## config.mk

```make
export PLATFORM = sky130hd
export DESIGN_NAME = steering_end_stop_calibrator_flat
export DESIGN_NICKNAME = d
export VERILOG_FILES = /design/src/hdl/secal_pkg.sv /design/src/hdl/secal_if.sv /design/src/hdl/steering_end_stop_calibrator.sv /design/src/flat_wrapper.sv
export SDC_FILE = /design/constraint.sdc
export NUM_CORES = 1
export LEC_CHECK = 0
export BUFFER_PORTS_ARGS = -buffer_cell sky130_fd_sc_hd__buf_4
export CAP_MARGIN = 40
export CELL_PAD_IN_SITES_DETAIL_PLACEMENT = 1
export CELL_PAD_IN_SITES_GLOBAL_PLACEMENT = 1
export CORE_MARGIN = 2
export CORE_UTILIZATION = 52
export DETAILED_ROUTE_END_ITERATION = 8
export GPL_ROUTABILITY_DRIVEN = 0
export PLACE_DENSITY_LB_ADDON = 0.12
export SETUP_SLACK_MARGIN = 0.02
export SYNTH_ARGS = -nofsm -noshare
export SYNTH_HDL_FRONTEND = slang
export SYNTH_SLANG_ARGS = --single-unit
```

## constraint.sdc

```tcl
create_clock -name clk -period 17.78 [get_ports clk]
set_input_delay 0 -clock clk [delete_from_list [all_inputs] [get_ports clk]]
set_output_delay 0 -clock clk [all_outputs]
set_load 0.01 [all_outputs]
```

## src/hdl/secal_pkg.sv

```systemverilog
// Shared types and constants of the steering end-stop calibrator.
package secal_pkg;

  // Calibration phase, one-hot in the state register.
  typedef enum logic [3:0] {
    PH_RIGHT  = 4'b0001,
    PH_LEFT   = 4'b0010,
    PH_CENTER = 4'b0100,
    PH_DONE   = 4'b1000
  } phase_t;

  // Phase codes as reported on the result channel.
  localparam logic [1:0] PHASE_CODE_RIGHT  = 2'd0;
  localparam logic [1:0] PHASE_CODE_LEFT   = 2'd1;
  localparam logic [1:0] PHASE_CODE_CENTER = 2'd2;
  localparam logic [1:0] PHASE_CODE_DONE   = 2'd3;

  // Configuration register map.
  localparam int unsigned CFG_INDEX_WIDTH = 1;
  localparam int unsigned CFG_DATA_WIDTH  = 8;
  localparam logic [CFG_INDEX_WIDTH-1:0] CFG_DRIVE_SPEED      = 1'd0;
  localparam logic [CFG_INDEX_WIDTH-1:0] CFG_CENTER_TOLERANCE = 1'd1;

  localparam int unsigned SPEED_WIDTH = 7;
  localparam int unsigned TOL_WIDTH   = 8;
  localparam int unsigned PWM_WIDTH   = 8;

  localparam logic [SPEED_WIDTH-1:0] SPEED_RESET = 7'd50;
  localparam logic [TOL_WIDTH-1:0]   TOL_RESET   = 8'd3;
  localparam logic [SPEED_WIDTH-1:0] PWM_MAX     = 7'd100;

  // Largest sample-to-sample change still taken as a stall.
  localparam int STALL_JITTER = 1;
  // The left stall must lie more than this distance below the right end.
  localparam int MIN_SPAN     = 10;

endpackage

```

## src/hdl/secal_if.sv

```systemverilog
// Request channels of the steering end-stop calibrator.
interface secal_sample_if #(
  parameter int COUNT_WIDTH = 16
);
  logic                          valid;
  logic                          ready;
  logic signed [COUNT_WIDTH-1:0] encoder_count;

  modport source (output valid, output encoder_count, input ready);
  modport sink   (input valid, input encoder_count, output ready);
endinterface

interface secal_result_if;
  logic                                       valid;
  logic                                       ready;
  logic signed [secal_pkg::PWM_WIDTH-1:0]     turn_pwm;
  logic                                       clear_count;
  logic                                       is_calibrated;
  logic                                       is_centered;
  logic [1:0]                                 phase;

  modport source (output valid, output turn_pwm, output clear_count, output is_calibrated,
                  output is_centered, output phase, input ready);
  modport sink   (input valid, input turn_pwm, input clear_count, input is_calibrated,
                  input is_centered, input phase, output ready);
endinterface

```

## src/hdl/steering_end_stop_calibrator.sv

```systemverilog
// Steering end-stop calibrator: sweeps to both end stops, centers, then reports centering.
//
// One encoder sample request is taken per clock and its result request is
// registered on the next edge, so the block sustains one request per cycle
// while results are taken; the single result register is the only stage. A new sample
// is accepted whenever the result register is empty or is being drained in the same
// cycle. The calibration first drives right until two consecutive samples
// differ by at most one count and records the previous sample as the right
// end; it then drives left until such a stall occurs more than ten counts
// below the right end and records the left end; it then drives toward the
// midpoint (rounded toward zero) and, once the sample is within
// center_tolerance of it, pulses clear_count and reports calibrated. In the
// done phase the sample only feeds the centered test against zero; only
// reset restarts calibration. A drive speed above 100 is saturated to 100.
// Configuration writes take effect on the next edge and should be made
// while no request is in flight.
module steering_end_stop_calibrator #(
  parameter int COUNT_WIDTH = 16
) (
  input  logic                                        clk,
  input  logic                                        rst,
  input  logic                                        cfg_we,
  input  logic [secal_pkg::CFG_INDEX_WIDTH-1:0]       cfg_index,
  input  logic [secal_pkg::CFG_DATA_WIDTH-1:0]        cfg_data,
  secal_sample_if.sink                                sample,
  secal_result_if.source                              result
);

  localparam int W = COUNT_WIDTH;

  // Configuration registers
  logic [secal_pkg::SPEED_WIDTH-1:0] drive_speed;
  logic [secal_pkg::TOL_WIDTH-1:0]   center_tolerance;

  // Calibration state
  secal_pkg::phase_t      phase_reg, phase_next;
  logic signed [W-1:0]    prev_count, prev_count_next;
  logic                   prev_valid, prev_valid_next;
  logic signed [W-1:0]    right_end, right_end_next;
  logic signed [W-1:0]    left_end, left_end_next;
  logic                   done_flag, done_flag_next;

  // Result register
  logic                                      res_valid;
  logic signed [secal_pkg::PWM_WIDTH-1:0]    turn_pwm, turn_pwm_next;
  logic                                      clear_count, clear_next;
  logic                                      is_centered, centered_next;
  logic [1:0]                                phase_code_next, phase_code;
  logic                                      is_calibrated;

  logic accept;

  // Datapath
  logic signed [W-1:0]                    count;
  logic signed [W:0]                      count_x, diff, right_lim, end_sum, round_sum, mid_x;
  logic signed [W+1:0]                    count_xx, mid_xx, tol_xx, win_lo, win_hi, neg_tol;
  logic                                   stall, span_ok, in_window, near_zero, below_mid;
  logic [secal_pkg::SPEED_WIDTH-1:0]      speed;
  logic signed [secal_pkg::PWM_WIDTH-1:0] pwm_pos, pwm_neg;

  assign accept       = sample.valid && sample.ready;
  assign sample.ready = !res_valid || result.ready;

  assign count    = sample.encoder_count;
  assign count_x  = {count[W-1], count};
  assign count_xx = {{2{count[W-1]}}, count};

  // Stall: previous sample present and |count - prev| <= jitter.
  assign diff  = count_x - {prev_count[W-1], prev_count};
  assign stall = prev_valid && (diff >= -(W+1)'(secal_pkg::STALL_JITTER))
                            && (diff <=  (W+1)'(secal_pkg::STALL_JITTER));

  // Left stall must lie more than the minimum span below the right end.
  assign right_lim = {right_end[W-1], right_end} - (W+1)'(secal_pkg::MIN_SPAN);
  assign span_ok   = count_x < right_lim;

  // Midpoint rounded toward zero: bias odd negative sums up by one before the shift.
  assign end_sum   = {left_end[W-1], left_end} + {right_end[W-1], right_end};
  assign round_sum = end_sum + (W+1)'(end_sum[W] & end_sum[0]);
  assign mid_x     = round_sum >>> 1;
  assign mid_xx    = {mid_x[W], mid_x};

  assign tol_xx    = (W+2)'(center_tolerance);
  assign win_lo    = mid_xx - tol_xx;
  assign win_hi    = mid_xx + tol_xx;
  assign in_window = (count_xx >= win_lo) && (count_xx <= win_hi);
  assign below_mid = count_xx < mid_xx;

  assign neg_tol   = -tol_xx;
  assign near_zero = (count_xx >= neg_tol) && (count_xx <= tol_xx);

  // Saturate the drive magnitude.
  assign speed   = (drive_speed > secal_pkg::PWM_MAX) ? secal_pkg::PWM_MAX : drive_speed;
  assign pwm_pos = {1'b0, speed};
  assign pwm_neg = -pwm_pos;

  always_comb begin
    phase_next      = phase_reg;
    prev_count_next = count;
    prev_valid_next = 1'b1;
    right_end_next  = right_end;
    left_end_next   = left_end;
    done_flag_next  = done_flag;
    turn_pwm_next   = '0;
    clear_next      = 1'b0;
    centered_next   = 1'b0;
    case (phase_reg)
      secal_pkg::PH_RIGHT: begin
        turn_pwm_next = pwm_pos;
        if (stall) begin
          // Record the previous sample as the right end and reverse.
          right_end_next = prev_count;
          phase_next     = secal_pkg::PH_LEFT;
          turn_pwm_next  = pwm_neg;
        end
      end
      secal_pkg::PH_LEFT: begin
        turn_pwm_next = pwm_neg;
        if (stall && span_ok) begin
          left_end_next = prev_count;
          phase_next    = secal_pkg::PH_CENTER;
          turn_pwm_next = '0;
        end
      end
      secal_pkg::PH_CENTER: begin
        if (in_window) begin
          // Centered: strobe the count clear and finish.
          phase_next     = secal_pkg::PH_DONE;
          done_flag_next = 1'b1;
          clear_next     = 1'b1;
          centered_next  = 1'b1;
        end else begin
          turn_pwm_next = below_mid ? pwm_pos : pwm_neg;
        end
      end
      secal_pkg::PH_DONE: begin
        // Hold the last sample; only report centering.
        prev_count_next = prev_count;
        prev_valid_next = prev_valid;
        centered_next   = done_flag && near_zero;
      end
      default: begin
        phase_next = secal_pkg::PH_RIGHT;
      end
    endcase
  end

  always_comb begin
    case (phase_next)
      secal_pkg::PH_RIGHT:  phase_code_next = secal_pkg::PHASE_CODE_RIGHT;
      secal_pkg::PH_LEFT:   phase_code_next = secal_pkg::PHASE_CODE_LEFT;
      secal_pkg::PH_CENTER: phase_code_next = secal_pkg::PHASE_CODE_CENTER;
      secal_pkg::PH_DONE:   phase_code_next = secal_pkg::PHASE_CODE_DONE;
      default:              phase_code_next = secal_pkg::PHASE_CODE_RIGHT;
    endcase
  end

  // Configuration registers
  always_ff @(posedge clk) begin
    if (rst) begin
      drive_speed      <= secal_pkg::SPEED_RESET;
      center_tolerance <= secal_pkg::TOL_RESET;
    end else if (cfg_we) begin
      case (cfg_index)
        secal_pkg::CFG_DRIVE_SPEED:
          drive_speed <= cfg_data[secal_pkg::SPEED_WIDTH-1:0];
        secal_pkg::CFG_CENTER_TOLERANCE:
          center_tolerance <= cfg_data[secal_pkg::TOL_WIDTH-1:0];
        default: begin
        end
      endcase
    end
  end

  // Calibration state: advance on each accepted request.
  always_ff @(posedge clk) begin
    if (rst) begin
      phase_reg  <= secal_pkg::PH_RIGHT;
      prev_count <= '0;
      prev_valid <= 1'b0;
      right_end  <= '0;
      left_end   <= '0;
      done_flag  <= 1'b0;
    end else if (accept) begin
      phase_reg  <= phase_next;
      prev_count <= prev_count_next;
      prev_valid <= prev_valid_next;
      right_end  <= right_end_next;
      left_end   <= left_end_next;
      done_flag  <= done_flag_next;
    end
  end

  // Result register: load on accept, drop once taken.
  always_ff @(posedge clk) begin
    if (rst) begin
      res_valid <= 1'b0;
    end else if (accept) begin
      res_valid <= 1'b1;
    end else if (result.ready) begin
      res_valid <= 1'b0;
    end
  end

  always_ff @(posedge clk) begin
    if (accept) begin
      turn_pwm      <= turn_pwm_next;
      clear_count   <= clear_next;
      is_calibrated <= done_flag_next;
      is_centered   <= centered_next;
      phase_code    <= phase_code_next;
    end
  end

  assign result.valid         = res_valid;
  assign result.turn_pwm      = turn_pwm;
  assign result.clear_count   = clear_count;
  assign result.is_calibrated = is_calibrated;
  assign result.is_centered   = is_centered;
  assign result.phase         = phase_code;

endmodule
```

## src/flat_wrapper.sv

```systemverilog
// flat-port wrapper written by rule: the top's interface ports become plain ports
module steering_end_stop_calibrator_flat 
#(
  parameter int COUNT_WIDTH = 16
)
  (clk, rst, cfg_we, cfg_index, cfg_data, sample_valid, sample_encoder_count, sample_ready, result_valid, result_turn_pwm, result_clear_count, result_is_calibrated, result_is_centered, result_phase, result_ready);
  secal_sample_if #(.COUNT_WIDTH(COUNT_WIDTH)) sample_i ();
  secal_result_if result_i ();
  input  logic clk;
  input  logic rst;
  input  logic cfg_we;
  input  logic [secal_pkg::CFG_INDEX_WIDTH-1:0] cfg_index;
  input  logic [secal_pkg::CFG_DATA_WIDTH-1:0] cfg_data;
  input wire logic [$bits(sample_i.valid)-1:0] sample_valid;
  input wire logic [$bits(sample_i.encoder_count)-1:0] sample_encoder_count;
  output wire logic [$bits(sample_i.ready)-1:0] sample_ready;
  output wire logic [$bits(result_i.valid)-1:0] result_valid;
  output wire logic [$bits(result_i.turn_pwm)-1:0] result_turn_pwm;
  output wire logic [$bits(result_i.clear_count)-1:0] result_clear_count;
  output wire logic [$bits(result_i.is_calibrated)-1:0] result_is_calibrated;
  output wire logic [$bits(result_i.is_centered)-1:0] result_is_centered;
  output wire logic [$bits(result_i.phase)-1:0] result_phase;
  input wire logic [$bits(result_i.ready)-1:0] result_ready;
  assign sample_i.valid = sample_valid;
  assign sample_i.encoder_count = sample_encoder_count;
  assign sample_ready = sample_i.ready;
  assign result_valid = result_i.valid;
  assign result_turn_pwm = result_i.turn_pwm;
  assign result_clear_count = result_i.clear_count;
  assign result_is_calibrated = result_i.is_calibrated;
  assign result_is_centered = result_i.is_centered;
  assign result_phase = result_i.phase;
  assign result_i.ready = result_ready;
  steering_end_stop_calibrator #(.COUNT_WIDTH(COUNT_WIDTH)) u_core (.clk(clk), .rst(rst), .cfg_we(cfg_we), .cfg_index(cfg_index), .cfg_data(cfg_data), .sample(sample_i), .result(result_i));
endmodule
```

==> reports/qor.txt, run 1 <==
Htree depth: 3
Critical path type: reg2reg
# setup viols final: 0
Synth Register Bits: 83
Die width: 136 µm
Mapped Nets: 1285
Initial drt markers: 431
Combinational Power Share: 0.264
Hold Buf Count CTS: 19
Number of post-CTS setup repair buffers: 0
Post_cts resized: 0
Storage element area: 1790 µm²
Worst-skew pair later-pin latency: 0.36 ns
Final nets: 1330
Number of global-route vias before repair: 8849
Core area: 17200 µm²
Hold EP: u_core.prev_count[13]
Total gr overflow: 0
Post-route ant nets: 0
GRT Total Usage: 0.328
Vias: 8515
Slowest library cell on the worst path: o211ai_1
CTS buffer count: 9
Sequential Power Share: 0.366
Die Ht: 136 µm
Largest regs: u_core.left_end x16, u_core.prev_count x16, u_core.right_end x16
Net Switching: 0.000186 W
Int Pwr: 0.000383 W
Path depth of the worst reg2reg path: 31
Synth Instances: 1106
Fmax: 0.129 GHz
Most common cell after layout, fill and taps aside: ha_1
CP bufs+invs: 1
Fillers: 2136
Leakage: 4.31 nW
Distinct cells, synth: 99
Max-slew headroom: 0.358
Die ar.: 18500 µm²
R2R setup slack: 10.00 ns
Worst path required time: 17.92 ns
Register area share after synthesis: 0.198
Commonest cells after routing, fill and taps aside: 145 x ha_1, 109 x nor2_1, 90 x nand2_1, 81 x inv_1, 70 x dfxtp_1
Slew Limit Fails: 0
First-pass GRT wire length: 47.1 mm
CTS Root Cell: clkbuf_16
Clock Skew: 0.0119 ns
RSZ-0062 raised after global routing: false
Switching share of total power: 0.326
Critical Path Most Common Cell: o21ai_0
Critical path launch point type: register
Status: finished clean
Yosys warnings: 0
Maxcap violations: 0
Worst IR drop on VDD: 0.0662 mV
Final worst path period share: 0.437
Most used DFF post-synth: dfxtp_1
Clock slew at reported path FFs: 0.07 ns
Critical Path Sink Type: register
Clk pwr share: 0.370
Initial Util: 0.528
CTS tree: done
Router iterations before antenna repair: 5
Power Dens Cells: 56.7 nW/µm²
Port bufs: 44
Hold Crit Start: sample_encoder_count[13]
Final WL: 29.6 mm
DP Worst Slack: 10.16 ns
Layout cells sized above 1: 0.0848
Worst-Margin Slew: 0.951 ns
Hold Slack: 0.00915 ns
Fin. Hold Viols: 0
Worst hold-check path type: in2reg
R2r startpoint: u_core.left_end[0]
Largest net degree at the start of global routing: 71
FP Rows: 48
Wire per inst: 21.5 µm
Ant. Diodes: 0
DR vias/cell: 6.17
Setup TNS: 0 ns
Multi-input logic area: 6790 µm²
Worst r2r dst: u_core.result.turn_pwm[4]
Worst-path maximum fanout: 11
Critical path's largest stage delay: 0.72 ns
Delay-heaviest family, CP: compound AO/OA/AOI/OAI gates
Max Root-Sink Buffers: 2
Setup ws final: 10.00 ns
Min Tclk post-route: 7.78 ns
Crit path DAT: 7.91 ns
Clk sink count: 83
# DRC: 0
I/O pins: 45
Async set-reset flop share out of synthesis: 0
Post-synth EDFFs: 13
Synthesized area: 9070 µm²
Initial antenna violation count: 0
Syn Area/Cell: 8.20 µm²
Estimated wirelength of the detail-placed design: 22.1 mm
Worst hold stages: 3
Area grow syn2layout: 10.7%
-- final cells by class --
class	count	area share
Multi-Input combinational cell	910	0.676
Tap cell	225	0.0280
Clock buffer	9	0.0224
Sequential cell	83	0.178
Timing Repair Buffer	65	0.0541
Inverter	82	0.0307
Clock inverter	7	0.00997
-- kinds of logic after synthesis --
| family | count (synthesis) | share of synthesized area |
|---|---|---|
| compound gates | 258 | 0.196 |
| buf+inv | 113 | 0.0533 |
| fa+ha+maj | 149 | 0.209 |
| flops | 83 | 0.198 |
| simple gates | 387 | 0.222 |
| xor+xnor | 78 | 0.0795 |
| mux | 38 | 0.0419 |
-- through the flow --
stage	instance area [µm²]	utilization	power [W]	cells
after floorplan	9070	-	0.000305	1106
after global placement	9510	0.554	0.000350	1345
after detailed placement	9530	0.555	0.000355	1346
after CTS	10000	0.585	0.000568	1381
after global routing	10000	0.585	0.000595	1381
final	10000	0.585	0.000569	1381
-- cell usage after synthesis, types with 15 or more instances --
master	n	area, µm²
xnor2_1	41	359
nor3_1	26	130
ha_1	145	1810
nor2_1	109	409
o21a_1	16	120
nand2b_1	16	100
dfxtp_1	70	1400
nor2b_1	15	93.8
nand2_1	90	338
clkbuf_1	22	82.6
nand3_1	22	110
a21oi_1	68	340
xor2_1	32	280
a21o_1	22	165
mux2i_1	38	380
nand4_1	20	125
o21ai_0	48	240
inv_1	81	304
-- power groups by stage --
stage / Clock, W / Sequential, W / Combinational (W)
after global routing: 0.000220 / 0.000209 / 0.000166
after global placement: 0 / 0.000212 / 0.000138
after detailed placement: 0 / 0.000212 / 0.000143
after CTS: 0.000212 / 0.000208 / 0.000148
after floorplan: 0 / 0.000209 / 0.0000958
final: 0.000211 / 0.000208 / 0.000150
-- worst max-delay path by stage --
stage                                   start                   endpoint  slack [ns]  cells past startpoint
final                      u_core.left_end[0]  u_core.result.turn_pwm[4]       10.00                     31
after global placement    u_core.right_end[0]  u_core.result.turn_pwm[2]       10.62                     33
after global routing       u_core.left_end[0]  u_core.result.turn_pwm[3]        9.38                     32
after CTS                 u_core.right_end[0]  u_core.result.turn_pwm[4]       10.09                     32
after floorplan           u_core.right_end[0]  u_core.result.turn_pwm[2]       11.67                     31
after detailed placement  u_core.right_end[0]  u_core.result.turn_pwm[5]       10.16                     31
-- metal layers --
layer,GRT usage,vias to the layer above,part of all wire
met1,0.391,4186,0.43
met5,0,-,0
met3,0.0391,75,0.028
met2,0.580,153,0.50
met4,0.165,0,0.047
li1,-,4101,-
-- worst reg2reg max path, delay by kind of cell, from the launching register on --
family | cells | cell delay, ns
and+or+nand+nor | 7 | 1.37
xor gates and xnor gates | 2 | 0.55
AOI/OAI and AO/OA | 16 | 3.77
buffers and inverters | 1 | 0.07
adders and majority gates | 5 | 1.45
DFF | 1 | 0.35
(Power assumes the default switching activity.)
==> run 2, diff against run 1 <==
--- a/config.mk
+++ b/config.mk
@@ -10,7 +10,7 @@
 export CELL_PAD_IN_SITES_DETAIL_PLACEMENT = 1
 export CELL_PAD_IN_SITES_GLOBAL_PLACEMENT = 1
 export CORE_MARGIN = 2
-export CORE_UTILIZATION = 52
+export CORE_UTILIZATION = 48
 export DETAILED_ROUTE_END_ITERATION = 8
 export GPL_ROUTABILITY_DRIVEN = 0
 export PLACE_DENSITY_LB_ADDON = 0.12
==> constraint.sdc (replaced) <==
create_clock -name clk -period 7.68 [get_ports clk]
set_input_delay 0 -clock clk [delete_from_list [all_inputs] [get_ports clk]]
set_output_delay 0 -clock clk [all_outputs]
set_load 0.01 [all_outputs]
==> reports/qor.txt, run 2 (synthesized netlist as in run 1, its figures left out) <==
Status: finished clean (unchanged)
Die Ht: 141 µm (was 136 µm)
Initial Util: 0.486 (was 0.528)
Ant. Diodes: 0 (unchanged)
Setup ws final: 0.569 ns (was 10.00 ns)
Clock Skew: 0.0129 ns (was 0.0119 ns)
Vias: 8332 (was 8515)
FP Rows: 50 (was 48)
Final nets: 1326 (was 1330)
CTS tree: done (unchanged)
Worst-Margin Slew: 0.916 ns (was 0.951 ns)
Hold Slack: 0.0135 ns (was 0.00915 ns)
Cell Count, Final, Fillers Out: 1386 (was 1381)
Core area: 18600 µm² (was 17200 µm²)
First-pass GRT wire length: 45.7 mm (was 47.1 mm)
Fmax: 0.141 GHz (was 0.129 GHz)
Port bufs: 44 (unchanged)
Die ar.: 20000 µm² (was 18500 µm²)
Slew Limit Fails: 0 (unchanged)
Max-slew headroom: 0.381 (was 0.358)
CTS Root Cell: clkbuf_16 (unchanged)
Clock slew at reported path FFs: 0.07 ns (about the same)
Max Root-Sink Buffers: 2 (unchanged)
Delay-heaviest family, CP: compound AO/OA/AOI/OAI gates (unchanged)
CTS buffer count: 9 (unchanged)
Worst IR drop on VDD: 0.152 mV (was 0.0662 mV)
Worst-skew pair later-pin latency: 0.35 ns (was 0.36 ns)
Final core occ: 0.538 (was 0.585)
Most common cell after layout, fill and taps aside: ha_1 (unchanged)
Final WL: 29.0 mm (was 29.6 mm)
Htree depth: 3 (unchanged)
# DRC: 0 (unchanged)
DR vias/cell: 6.01 (was 6.17)
Area grow syn2layout: 10.6% (was 10.7%)
Total gr overflow: 0 (unchanged)
CP bufs+invs: 1 (unchanged)
Post-route ant nets: 0 (unchanged)
Critical Path Most Common Cell: o21ai_0 (unchanged)
Worst path required time: 7.81 ns (was 17.92 ns)
Maxcap violations: 0 (unchanged)
Power Dens Cells: 127 nW/µm² (was 56.7 nW/µm²)
Crit path DAT: 7.24 ns (was 7.91 ns)
Estimated wirelength of the detail-placed design: 22.4 mm (was 22.1 mm)
Leakage: 4.31 nW (about the same)
DP Worst Slack: 0.175 ns (was 10.16 ns)
Largest net degree at the start of global routing: 71 (unchanged)
Critical path launch point type: register (unchanged)
Largest regs: u_core.left_end x16, u_core.prev_count x16, u_core.right_end x16 (unchanged)
Initial drt markers: 458 (was 431)
I/O pins: 45 (unchanged)
Wire per inst: 20.9 µm (was 21.5 µm)
Die width: 141 µm (was 136 µm)
Router iterations before antenna repair: 4 (was 5)
Final worst path period share: 0.926 (was 0.437)
Critical Path Sink Type: register (unchanged)
Number of global-route vias before repair: 8642 (was 8849)
Commonest cells after routing, fill and taps aside: 145 x ha_1, 109 x nor2_1, 90 x nand2_1, 81 x inv_1, 70 x dfxtp_1 (unchanged)
Slowest library cell on the worst path: dfxtp_1 (was o211ai_1)
Critical path type: reg2reg (unchanged)
Critical path's largest stage delay: 0.48 ns (was 0.72 ns)
Worst-path maximum fanout: 11 (unchanged)
Initial antenna violation count: 0 (unchanged)
# setup viols final: 0 (unchanged)
GRT Total Usage: 0.290 (was 0.328)
Clk sink count: 83 (unchanged)
Worst hold-check path type: in2reg (unchanged)
Min Tclk post-route: 7.11 ns (was 7.78 ns)
Fin. Hold Viols: 0 (unchanged)
Total Power: 0.00128 W (was 0.000569 W)
Layout cells sized above 1: 0.0929 (was 0.0848)
Placed cell count: 1357 (was 1346)
run 2: cell count changes in the layout (fill, tap and decap cells not counted), moves of 2 or more:
| cell | delta |
|---|---|
| inv_4 | +2 |
| dlygate4sd3_1 | -8 |
| xnor2_1 | -2 |
| xnor2_2 | +2 |
| clkinv_4 | -2 |
| buf_4 | +4 |
run 2: layout make-up:
cell class / instances / area [µm²]
clock buffer: 9 / 225
clock inverter: 7 / 72.6
sequential: 83 / 1790
tap: 234 / 293
fill: 2270 / 8620
multi-input combinational: 910 / 6830
timing repair buffer: 61 / 505
inverter: 82 / 308
run 2: path summary, 6_finish.rpt:
kind | startpoint | end | slack, ns | cells past startpoint
max | u_core.right_end[8] | u_core.result.turn_pwm[5] | 0.57 | 29
min | sample_encoder_count[1] | u_core.prev_count[1] | 0.01 | 3
max reg2reg | u_core.right_end[8] | u_core.result.turn_pwm[5] | 0.57 | 29
min reg2reg | u_core.prev_valid | u_core.prev_valid | 0.47 | 2
run 2: routing by layer:
layer | share of wire | vias up | global-route usage
met5 | 0 | - | 0
met4 | 0.031 | 0 | 0.0979
met3 | 0.026 | 53 | 0.0297
met2 | 0.51 | 137 | 0.531
met1 | 0.43 | 4051 | 0.354
li1 | - | 4091 | -
run 2: tightest hold or removal path: stages:
cell and delay, ns:
buf_4 0.17, nand2_1 0.07, a21oi_1 0.05
run 2: repair_timing:
item / 4_1_cts / 5_1_grt
setup endpoints to repair: 0 / 8
hold buffers: 11 / 0
hold endpoints to repair: 18 / 0
setup buffers: 0 / 2
resized for setup: 0 / 7
run 2: stage by stage:
stage                     setup TNS [ns]  cell area [µm²]
final                                  0            10000
after global routing             -0.0346            10000
after CTS                              0             9970
after detailed placement               0             9570
after global placement                 0             9540
after floorplan                        0             9070
run 2: report_power, final:
part           switching, W  internal, W
registers         0.0000225     0.000461
logic              0.000204     0.000137
clock network      0.000197     0.000255
